File: config.mk
export PLATFORM = sky130hd
export DESIGN_NAME = svn_step
export DESIGN_NICKNAME = d
export VERILOG_FILES = /design/src/svn_pkg.sv /design/src/svn_step.sv
export SDC_FILE = /design/constraint.sdc
export NUM_CORES = 2
export LEC_CHECK = 0
export ABC_AREA = 1
export BUFFER_PORTS_ARGS = -buffer_cell sky130_fd_sc_hd__buf_4
export CAP_MARGIN = 20
export CORE_AREA = 2 2 578 580
export DETAILED_ROUTE_END_ITERATION = 6
export DIE_AREA = 0 0 580 582
export PLACE_DENSITY_LB_ADDON = 0.08
export SLEW_MARGIN = 40
export SYNTH_ARGS = -nofsm -noshare
export SYNTH_HDL_FRONTEND = slang
export SYNTH_SLANG_ARGS = --single-unit
File: constraint.sdc
create_clock -name clk -period 1.7 [get_ports clk]
set_clock_uncertainty 0.1 [all_clocks]
set_input_delay 0 -clock clk [delete_from_list [all_inputs] [get_ports clk]]
set_output_delay 0 -clock clk [all_outputs]
set_load 0.05 [all_outputs]
File: src/svn_pkg.sv
package svn_pkg;

	// Component format
	localparam int CompW = 16;
	localparam int FracB = 14;

	// Root digits: q lies in [0, 2^FracB]
	localparam int QW = FracB + 1;
	localparam int BitIdxW = $clog2(QW);

	// Sum of squares and working widths
	localparam int SqW = 2 * CompW;
	localparam int SumW = 2 * CompW;
	localparam int AccW = SumW + 2 * QW + 6;

	localparam int TolW = 32;
	localparam logic [TolW-1:0] TolReset = TolW'(1);

	// Status codes
	localparam logic [1:0] CodeScaled = 2'd0;
	localparam logic [1:0] CodeUnit   = 2'd1;
	localparam logic [1:0] CodeZeroed = 2'd2;

	// Per-component state of the digit search
	typedef struct packed {
		logic [QW-1:0]          q;
		logic signed [AccW-1:0] a;   // (2q-1)^2 * s
		logic signed [AccW-1:0] b;   // (2q-1) * s
		logic signed [AccW-1:0] r;   // 4 * mag^2 * 2^(2F)
	} lane_t;

	typedef struct packed {
		logic [1:0]                code;
		logic [2:0]                neg;
		logic [2:0][CompW-1:0]     raw;
		logic [SumW-1:0]           s;
		lane_t [2:0]               lane;
	} stage_t;

endpackage

File: src/svn_step.sv
module svn_step
	import svn_pkg::*;
(
	input  logic               clk,
	input  logic               arst_n,
	input  logic               en,
	input  logic [BitIdxW-1:0] bit_idx,
	input  logic               in_valid,
	input  stage_t             in_stage,
	output logic               out_valid,
	output stage_t             out_stage
);

	logic                  valid_q;
	stage_t                stage_q;
	stage_t                nxt;
	logic signed [AccW-1:0] a_try;
	logic signed [AccW-1:0] b_try;

	// Try one more digit of q per lane: t grows by 2^(bit+1)
	always_comb begin
		nxt   = in_stage;
		a_try = '0;
		b_try = '0;
		for (int i = 0; i < 3; i++) begin
			a_try = in_stage.lane[i].a
				+ (in_stage.lane[i].b <<< (AccW'(bit_idx) + AccW'(2)))
				+ (AccW'(in_stage.s) << (2 * AccW'(bit_idx) + AccW'(2)));
			b_try = in_stage.lane[i].b + (AccW'(in_stage.s) << (AccW'(bit_idx) + AccW'(1)));
			if (a_try <= in_stage.lane[i].r) begin
				nxt.lane[i].q = in_stage.lane[i].q | (QW'(1) << bit_idx);
				nxt.lane[i].a = a_try;
				nxt.lane[i].b = b_try;
			end
		end
	end

	always_ff @(posedge clk or negedge arst_n) begin
		if (!arst_n) begin
			valid_q <= 1'b0;
		end else if (en) begin
			valid_q <= in_valid;
		end
	end

	always_ff @(posedge clk) begin
		if (en) begin
			stage_q <= nxt;
		end
	end

	assign out_valid = valid_q;
	assign out_stage = stage_q;

endmodule

==> impl_metrics.py <==
metrics = {
    "outcome": {
        "status": "finished, violations left",
        "violations": "negative hold slack, negative setup slack",
    },
    "die": {
        "rows": 212,
        "fp.dieH_microns": 582,
        "die_w_microns": 580,
        "boundaryPins": 1493,
        "die-area_sq_um": 337600,
        "start_util": 0.2582,
        "core_sq_um": 331800,
    },
    "power_and_ir_drop": {
        "power_mw": 219.5,
        "p_leak_nw": 74.30,
        "switching_power_mw": 115.1,
        "intPower_mw": 104.5,
        "p_clk_frac": 0.099,
        "p_comb_frac": 0.751,
        "ir_drop_v": 0.001536,
        "powerDensity_nw_per_um2": 1497,
        "swShare": 0.5241,
        "sequentialPowerShare": 0.150,
    },
    "place": {
        "place_ws_ns": -5.877,
        "gp_congestion": 1.013,
        "dpl.hpwl_microns": 540400,
        "io_buffers": 1492,
        "postPlaceCellArea_sq_um": 128100,
    },
    "critical_path": {
        "critPathRequiredTime_ns": 2.19,
        "crit_top_cell": "nand2_1",
        "critical-path-top-delay-family": "buffers and inverters",
        "r2r_slack_ns": 0.26,
        "critPathLaunchType": "input pin",
        "path_class": "input pin to flip-flop",
        "worstSetupStartpoint": "bit_idx[0]",
        "end_kind": "flip-flop",
        "critPathBufInv": 10,
        "slowest_delay_ns": 0.48,
        "slowest_stage": "fa_1",
        "crit_path_max_fanout": 61,
        "critical_path_depth": 35,
        "crit_end": "out_stage[565]$_DFFE_PP_",
        "reg2reg_depth": 2,
        "reg2reg_to": "out_valid$_DFFE_PN0P_",
        "r2r-start": "out_valid$_DFFE_PN0P_",
        "arrival_ns": 6.53,
    },
    "synthesis": {
        "synth_edf_count": 742,
        "yosysSeqAreaShare": 0.2604,
        "ys_types": 52,
        "ys.flop_type": "edfxtp_1",
        "ys_warn_count": 0,
        "synth-async-reset-ratio": 0.001346,
        "synth_cells": 13138,
        "netlist_area_sq_um": 85670,
        "syn_avg_cell_area_sq_um": 6.521,
        "synth_fp_nets": 14693,
        "ys_ff_latch": 743,
    },
    "clock_network": {
        "clock_sinks": 743,
        "cts_tree": "yes",
        "clkTransAtPathRegs_ns": 0.06,
        "cts.htree.levels": 3,
        "clock_latency_ns": 0.83,
        "cts_inserted_buffers": 98,
        "root_buffer": "clkbuf_16",
        "ctsLongestPathBuffers": 4,
    },
    "worst_hold_path": {
        "hold_class": "input pin to flip-flop",
    },
    "detailed_routing": {
        "routedWlPerCell_microns": 27.19,
        "dr.pass1.iters": 7,
        "postRouteAntennaNets": 0,
        "via_per_inst": 4.947,
        "drt_wl_total_microns": 636300,
        "vias": 115769,
        "drt_iter0_markers": 11107,
        "route.detailed.drc": 0,
    },
    "timing": {
        "setup_slack_ns": -4.341,
        "finalHoldViolCount": 1,
        "rsz0062_at_grt": "yes",
        "max-slew-margin-rel": 0.4752,
        "holdWs_ns": -0.08591,
        "setup_total_negative_slack_ns": -1909.67,
        "layout_min_cycle_time_ns": 6.041,
        "drv_slew": 0,
        "worst_pin_slew_ns": 0.7820,
        "finalSetupViolCount": 505,
        "period_share": 3.553,
        "fmax_ghz": 0.1655,
    },
    "global_routing": {
        "antenna_found_initial": 88,
        "grt_max_degree": 69,
        "track_usage": 0.3601,
        "overflow": 0,
        "grt_pass1_wl_microns": 860500,
        "grt_pass1_vias": 111711,
    },
    "finish": {
        "final_nets": 20466,
        "final_cell_mix": "buf_4, nand2_1, inv_1",
        "drive_gt1_frac": 0.3000,
        "final_common_cell": "buf_4",
        "design_area_sq_um": 146600,
        "area.growth.synth_to_final_pct": 71.14,
    },
    "flow_run": {
        "cap_violations": 0,
    },
}
==> through the flow <==
step                      hold WS [ns]  utilization  instances
after detailed placement       -0.3238       0.3859      21935
after global routing          -0.09272       0.4417      23386
after CTS                      -0.3599       0.4356      23323
after global placement         -0.3229       0.3859      21935
final                         -0.08591       0.4419      23401
after floorplan                -0.3956            -      13138
==> synth_stat cells (158+ instances only) <==
cell type / number / area share
nand2_1: 4604 / 0.20
inv_1: 1652 / 0.072
nor2_1: 1168 / 0.051
o21ai_0: 841 / 0.049
edfxtp_1: 742 / 0.26
nand3_1: 700 / 0.041
a21oi_1: 698 / 0.041
ha_1: 604 / 0.088
nand4_1: 536 / 0.039
fa_1: 201 / 0.047
xor2_1: 197 / 0.020
clkbuf_1: 158 / 0.0069
==> worst reg2reg max path, cell delays in order, from the launching register on <==
cell           delay (ns)
dfrtp_1              0.41
mux2_2               0.27
dlygate4sd3_1        0.55
==> worst min-delay path by stage <==
stage                  startpoint                        to  slack [ns]  cells past startpoint
global placement           arst_n     out_valid$_DFFE_PN0P_       -0.32                      1
detailed placement         arst_n     out_valid$_DFFE_PN0P_       -0.32                      1
finish              in_stage[288]  out_stage[288]$_DFFE_PP_       -0.09                      6
floorplan                  arst_n     out_valid$_DFFE_PN0P_       -0.40                      0
global route        in_stage[288]  out_stage[288]$_DFFE_PP_       -0.09                      6
CTS                  in_stage[74]   out_stage[74]$_DFFE_PP_       -0.36                      4
==> logic make-up after synthesis <==
group	Yosys count	synth area share
and+or+nand+nor	7226	0.3481
buffers and inverters	2113	0.09855
AOI/OAI and AO/OA	1882	0.1180
adders and majority gates	805	0.1352
DFF	743	0.2604
xor gates and xnor gates	226	0.02310
muxes	143	0.01672
==> layer usage <==
| metal | up-vias | wire, microns | GRT usage |
|---|---|---|---|
| li1 | 54844 | - | - |
| met1 | 55562 | 282100 | 0.4905 |
| met2 | 4633 | 281300 | 0.5728 |
| met3 | 700 | 45330 | 0.05528 |
| met4 | 30 | 27350 | 0.1319 |
| met5 | - | 178 | 0 |
==> state kept, by name, indices dropped and copies added, names as in the netlist <==
| name | cells |
|---|---|
| out_stage | 742 |
| out_valid | 1 |
==> power groups by stage <==
stage                     clock network (mW)  logic, mW  registers (mW)
after detailed placement                   0        152            32.9
after global placement                     0        152            33.3
final                                   21.8        165            33.0
after floorplan                            0       57.8            51.3
after global routing                    22.8        175            33.2
after CTS                               22.2        158            32.9
==> area by class of cell <==
cell class	instances	area (sq um)
Clock inverter	62	689.4
Clock buffer	112	2505
Sequential cell	743	22310
Fill cell	35531	185200
Timing Repair Buffer	6127	51580
Inverter	1659	6275
Antenna cell	29	72.57
Tap cell	4387	5489
Multi-Input combinational cell	10282	57710
==> repair_timing <==
action | 4_1_cts | 5_1_grt
buffers inserted | 23 | 39
hold endpoints to repair | 1486 | 2
cloned | 7 | 10
hold buffers | 1184 | 1
resized for setup | 332 | 453
pin swaps | 24 | 68
setup endpoints to repair | 519 | 512
(Power assumes the default switching activity.)
