<file path="config.mk">
export PLATFORM = sky130hd
export DESIGN_NAME = svn_front
export DESIGN_NICKNAME = d
export VERILOG_FILES = /design/src/svn_pkg.sv /design/src/svn_front.sv
export SDC_FILE = /design/constraint.sdc
export NUM_CORES = 2
export LEC_CHECK = 0
export BUFFER_PORTS_ARGS = -buffer_cell sky130_fd_sc_hd__buf_2
export CAP_MARGIN = 10
export CORE_AREA = 3 3 320 322
export DETAILED_ROUTE_END_ITERATION = 8
export DIE_AREA = 0 0 323 325
export GPL_ROUTABILITY_DRIVEN = 0
export PLACE_DENSITY_LB_ADDON = 0.1
export SLEW_MARGIN = 0
export SYNTH_ARGS = -nofsm -noshare
export SYNTH_HDL_FRONTEND = slang
export SYNTH_SLANG_ARGS = --single-unit
</file>
<file path="constraint.sdc">
create_clock -name clk -period 13.9 [get_ports clk]
set_clock_uncertainty 0.1 [all_clocks]
set_input_delay 0 -clock clk [delete_from_list [all_inputs] [get_ports clk]]
set_output_delay 0 -clock clk [all_outputs]
set_load 0.005 [all_outputs]
</file>
<file path="src/svn_pkg.sv">
package svn_pkg;

	// Component format
	localparam int CompW = 16;
	localparam int FracB = 14;

	// Root digits: q lies in [0, 2^FracB]
	localparam int QW = FracB + 1;
	localparam int BitIdxW = $clog2(QW);

	// Sum of squares and working widths
	localparam int SqW = 2 * CompW;
	localparam int SumW = 2 * CompW;
	localparam int AccW = SumW + 2 * QW + 6;

	localparam int TolW = 32;
	localparam logic [TolW-1:0] TolReset = TolW'(1);

	// Status codes
	localparam logic [1:0] CodeScaled = 2'd0;
	localparam logic [1:0] CodeUnit   = 2'd1;
	localparam logic [1:0] CodeZeroed = 2'd2;

	// Per-component state of the digit search
	typedef struct packed {
		logic [QW-1:0]          q;
		logic signed [AccW-1:0] a;   // (2q-1)^2 * s
		logic signed [AccW-1:0] b;   // (2q-1) * s
		logic signed [AccW-1:0] r;   // 4 * mag^2 * 2^(2F)
	} lane_t;

	typedef struct packed {
		logic [1:0]                code;
		logic [2:0]                neg;
		logic [2:0][CompW-1:0]     raw;
		logic [SumW-1:0]           s;
		lane_t [2:0]               lane;
	} stage_t;

endpackage

</file>
<file path="src/svn_front.sv">
module svn_front
	import svn_pkg::*;
(
	input  logic                clk,
	input  logic                arst_n,
	input  logic                en,
	input  logic                in_valid,
	input  logic [CompW-1:0]    in_x,
	input  logic [CompW-1:0]    in_y,
	input  logic [CompW-1:0]    in_z,
	input  logic [TolW-1:0]     tolerance,
	output logic                out_valid,
	output stage_t              out_stage
);

	logic                  valid_s1;
	logic [2:0][CompW-1:0] raw_s1;
	logic [2:0]            neg_s1;
	logic [2:0][SqW-1:0]   sq_s1;
	logic [2:0][CompW-1:0] raw_in;
	logic [2:0][CompW-1:0] mag_in;
	logic [SumW-1:0]       sum;
	logic                  valid_s2;
	stage_t                stage_s2;

	assign raw_in = {in_z, in_y, in_x};

	// Take magnitudes
	always_comb begin
		for (int i = 0; i < 3; i++) begin
			mag_in[i] = raw_in[i][CompW-1] ? (CompW'(0) - raw_in[i]) : raw_in[i];
		end
	end

	// Stage 1: squares
	always_ff @(posedge clk or negedge arst_n) begin
		if (!arst_n) begin
			valid_s1 <= 1'b0;
		end else if (en) begin
			valid_s1 <= in_valid;
		end
	end

	always_ff @(posedge clk) begin
		if (en) begin
			raw_s1 <= raw_in;
			for (int i = 0; i < 3; i++) begin
				neg_s1[i] <= raw_in[i][CompW-1];
				sq_s1[i]  <= SqW'(mag_in[i]) * SqW'(mag_in[i]);
			end
		end
	end

	assign sum = SumW'(sq_s1[0]) + SumW'(sq_s1[1]) + SumW'(sq_s1[2]);

	// Stage 2: classify and seed the digit search
	always_ff @(posedge clk or negedge arst_n) begin
		if (!arst_n) begin
			valid_s2 <= 1'b0;
		end else if (en) begin
			valid_s2 <= valid_s1;
		end
	end

	always_ff @(posedge clk) begin
		if (en) begin
			stage_s2.raw <= raw_s1;
			stage_s2.neg <= neg_s1;
			stage_s2.s   <= sum;
			if (sum == (SumW'(1) << (2 * FracB))) begin
				stage_s2.code <= CodeUnit;
			end else if ((SumW'(sum) < SumW'(tolerance)) || (sum == '0)) begin
				stage_s2.code <= CodeZeroed;
			end else begin
				stage_s2.code <= CodeScaled;
			end
			for (int i = 0; i < 3; i++) begin
				stage_s2.lane[i].q <= '0;
				stage_s2.lane[i].a <= AccW'(sum);
				stage_s2.lane[i].b <= -AccW'(sum);
				stage_s2.lane[i].r <= AccW'(sq_s1[i]) << (2 * FracB + 2);
			end
		end
	end

	assign out_valid = valid_s2;
	assign out_stage = stage_s2;

endmodule

</file>
==> summary.txt <==
Logic synthesis
  • Main synth FF type: edfxtp_1
  • Yosys cell types: 94
  • Ys async rst share: less than 1%
  • Yosys top cell by area: edfxtp_1
  • Sequential cell area fraction in the yosys report: 27.5%
  • Top cells by area, synth: edfxtp_1 27%, fa_1 26%, ha_1 11%, buf_4 9.4%, inv_1 6.9%
  • Syn avg cell area: ~10 um^2
  • Mapped Cells: slightly below 4000
  • Synth top area share: a little over a quarter
  • Number of warnings issued by yosys: 0
  • Count leader, synth: inv_1
  • Synth Cell Area: approximately 40000 um^2
  • Number of flops mapped to enable cells by yosys: roughly 370
  • Yosys reg bits: 374
  • Most frequent cells after synthesis: 754 x inv_1, 522 x fa_1, 509 x buf_4, 372 x edfxtp_1, 353 x ha_1

Min path
  • Hold path cells: 2
  • Hold EP: raw_s1[43]
  • Hold WC Path Type: in -> reg
  • Worst hold path startpoint: in_z[11]

Finish
  • Post-Layout Inst Area: roughly 45000 um^2
  • Area growth syn-to-layout: 9.74%
  • Nets: about 5300
  • Share of cells above drive strength 1: 16.6%
  • Finished Layout Cells: 5718

Worst setup path
  • WP data required: between 10000 and 15000 ps
  • Reg2reg setup slack: 7440 ps
  • Setup CP Type: in -> reg
  • Reg2Reg Depth: 15
  • Crit path DAT: approximately 9400 ps
  • Crit end category: flop
  • Setup crit start: in_x[0]
  • Startpoint class of the critical path: primary input
  • Slowest-stage cell, CP: o41ai_1
  • CP dominant cell by count: inv_1
  • Crit-path max cell delay: slightly above 600 ps
  • Crit path max fanout: 17
  • Worst R2R Start: sq_s1[15]
  • Worst r2r dst: out_stage[741]

GRT
  • First-pass GRT wire length: roughly 200000 um
  • Gr ovfl total: 0
  • Largest net degree at the start of global routing: 142
  • Vias in the first global route: ~28000
  • Initial antenna violation count: 21
  • Total track usage: 25.9%

Route
  • DR DRC count: 0
  • Post-Route WL: roughly 140000 um
  • DR vias: around 28000
  • Number of vias per cell: roughly 5
  • WL/cell: between 20 and 25 um
  • Drt first pass iters: 5
  • Antenna viol nets, final: 0
  • Initial DRC Count: between 2000 and 2500

Clocking
  • Post-CTS Setup Bufs: 0
  • PostCTS Resize Cnt: 0
  • Root cell of the clock tree: clkbuf_16
  • H-tree depth: 2
  • Worst skew pair latency: between 600 and 700 ps
  • TritonCTS Buffers: between 40 and 50
  • Sink Count: about 370
  • Cts hold-fix bufs: between 50 and 60
  • CTS clk-pin slew, worst paths: ~60 ps
  • Max clock buf depth: 3
  • CTS tree: yes

Job
  • Max cap viols: 0

Floorplan
  • Row count: 116
  • Core Footprint: 99900 um^2
  • Horiz. Die Dim: 323 um
  • Die ar.: around 100000 um^2
  • Io pins: between 800 and 900
  • Die Y-Extent: between 300 and 400 um
  • Initial Utilization: between 40% and 50%

Place
  • Placed cells: between 5000 and 6000
  • Port Buffers: about 560
  • Hpwl dp: ~120000 um
  • Post-DP Area: 42700 um^2

Outcome
  • Status: finished, final reports clean

Timing
  • Unrepaired setup endpoints after global routing: no
  • Final period util: between 60% and 70%
  • Pins Over Slew Limit: 0
  • Final Critical Period: around 9000 ps
  • Total negative slack: 0 ps
  • Fmax: between 0.1 and 0.15 GHz
  • Rel. slew slack: about 22%
  • Setup-failing EPs final: 0
  • Final hold vios: 0
  • Tightest Pin Transition: roughly 1200 ps
## per-stage QoR
step	hold WS, ps	setup WS [ps]	utilization (%)
after floorplan	-396	6270	-
after global placement	-314	5290	42.8
after detailed placement	-313	4920	42.8
after CTS	1.25	4990	44.8
after global routing	38.1	4210	44.8
final	70.6	4880	44.9
## registers in the layout (all words and copies together) (netlist names)
name and cells:
raw_s1 46, sq_s1 90, out_stage 234, neg_s1 2
out_valid 1, valid_s1 1
## per-layer routing
metal / wire (um) / GRT usage [%] / part of all wire (%) / vias to the layer above
met5: 54 / 0 / 0.039 / -
li1: - / - / - / 12700
met3: 12400 / 5.01 / 9.0 / 123
met4: 2820 / 4.92 / 2.1 / 6
met1: 59700 / 37.6 / 44 / 14300
met2: 62100 / 40.7 / 45 / 1141
## worst max-delay path by stage
stage,to,depth (start not counted)
floorplan,sq_s1[92],32
global placement,sq_s1[92],32
detailed placement,sq_s1[30],31
CTS,sq_s1[30],32
global route,sq_s1[30],32
finish,sq_s1[30],32
## logic make-up after synthesis
group           Yosys count  synth area share [%]
buf+inv                1342                  17.1
fa+ha+maj               875                  36.4
simple gates            771                  8.58
compound gates          374                  6.21
flops                   374                  27.5
xor+xnor                188                  4.07
mux                       4                 0.110
other cells               2                0.0184
## placed cells by master (no fill, tap or decap), types with 12 or more instances in the layout
cell type	Yosys	layout
buf_2	8	561
and2_1	14	14
xnor2_1	128	127
fa_1	522	522
clkbuf_16	0	47
nor3_1	48	48
nor4_1	14	13
o21ai_0	66	66
clkinv_1	19	22
conb_1	2	300
ha_1	353	353
xor2_1	58	58
a21o_1	49	49
nand2b_1	21	21
nor2_1	259	258
o21bai_1	16	16
a31oi_1	12	12
buf_4	509	43
dlygate4sd3_1	0	54
a211oi_1	21	21
a21oi_1	103	103
edfxtp_1	372	372
nand2_1	266	266
inv_1	754	754
o21a_1	12	12
nand3_1	66	66
nand4_1	12	12
## worst max-delay path: cells and delay by family
kind | cells | cell delay (ps)
xor+xnor | 1 | 570
buf+inv | 11 | 2020
simple gates | 3 | 500
compound gates | 9 | 2650
fa+ha+maj | 8 | 3600
## cell type report
class,instances,area [um^2]
Multi-Input combinational cell,2512,23800
Clock inverter,28,293
Timing Repair Buffer,661,3730
Antenna cell,10,25.0
Sequential cell,374,11200
Tap cell,1298,1620
Fill cell,9823,55100
Inverter,777,2920
Clock buffer,58,1240
Power is left out: the tool's default activity adds up to more than one toggle a clock period on the data nets, which glitch-free logic cannot reach.
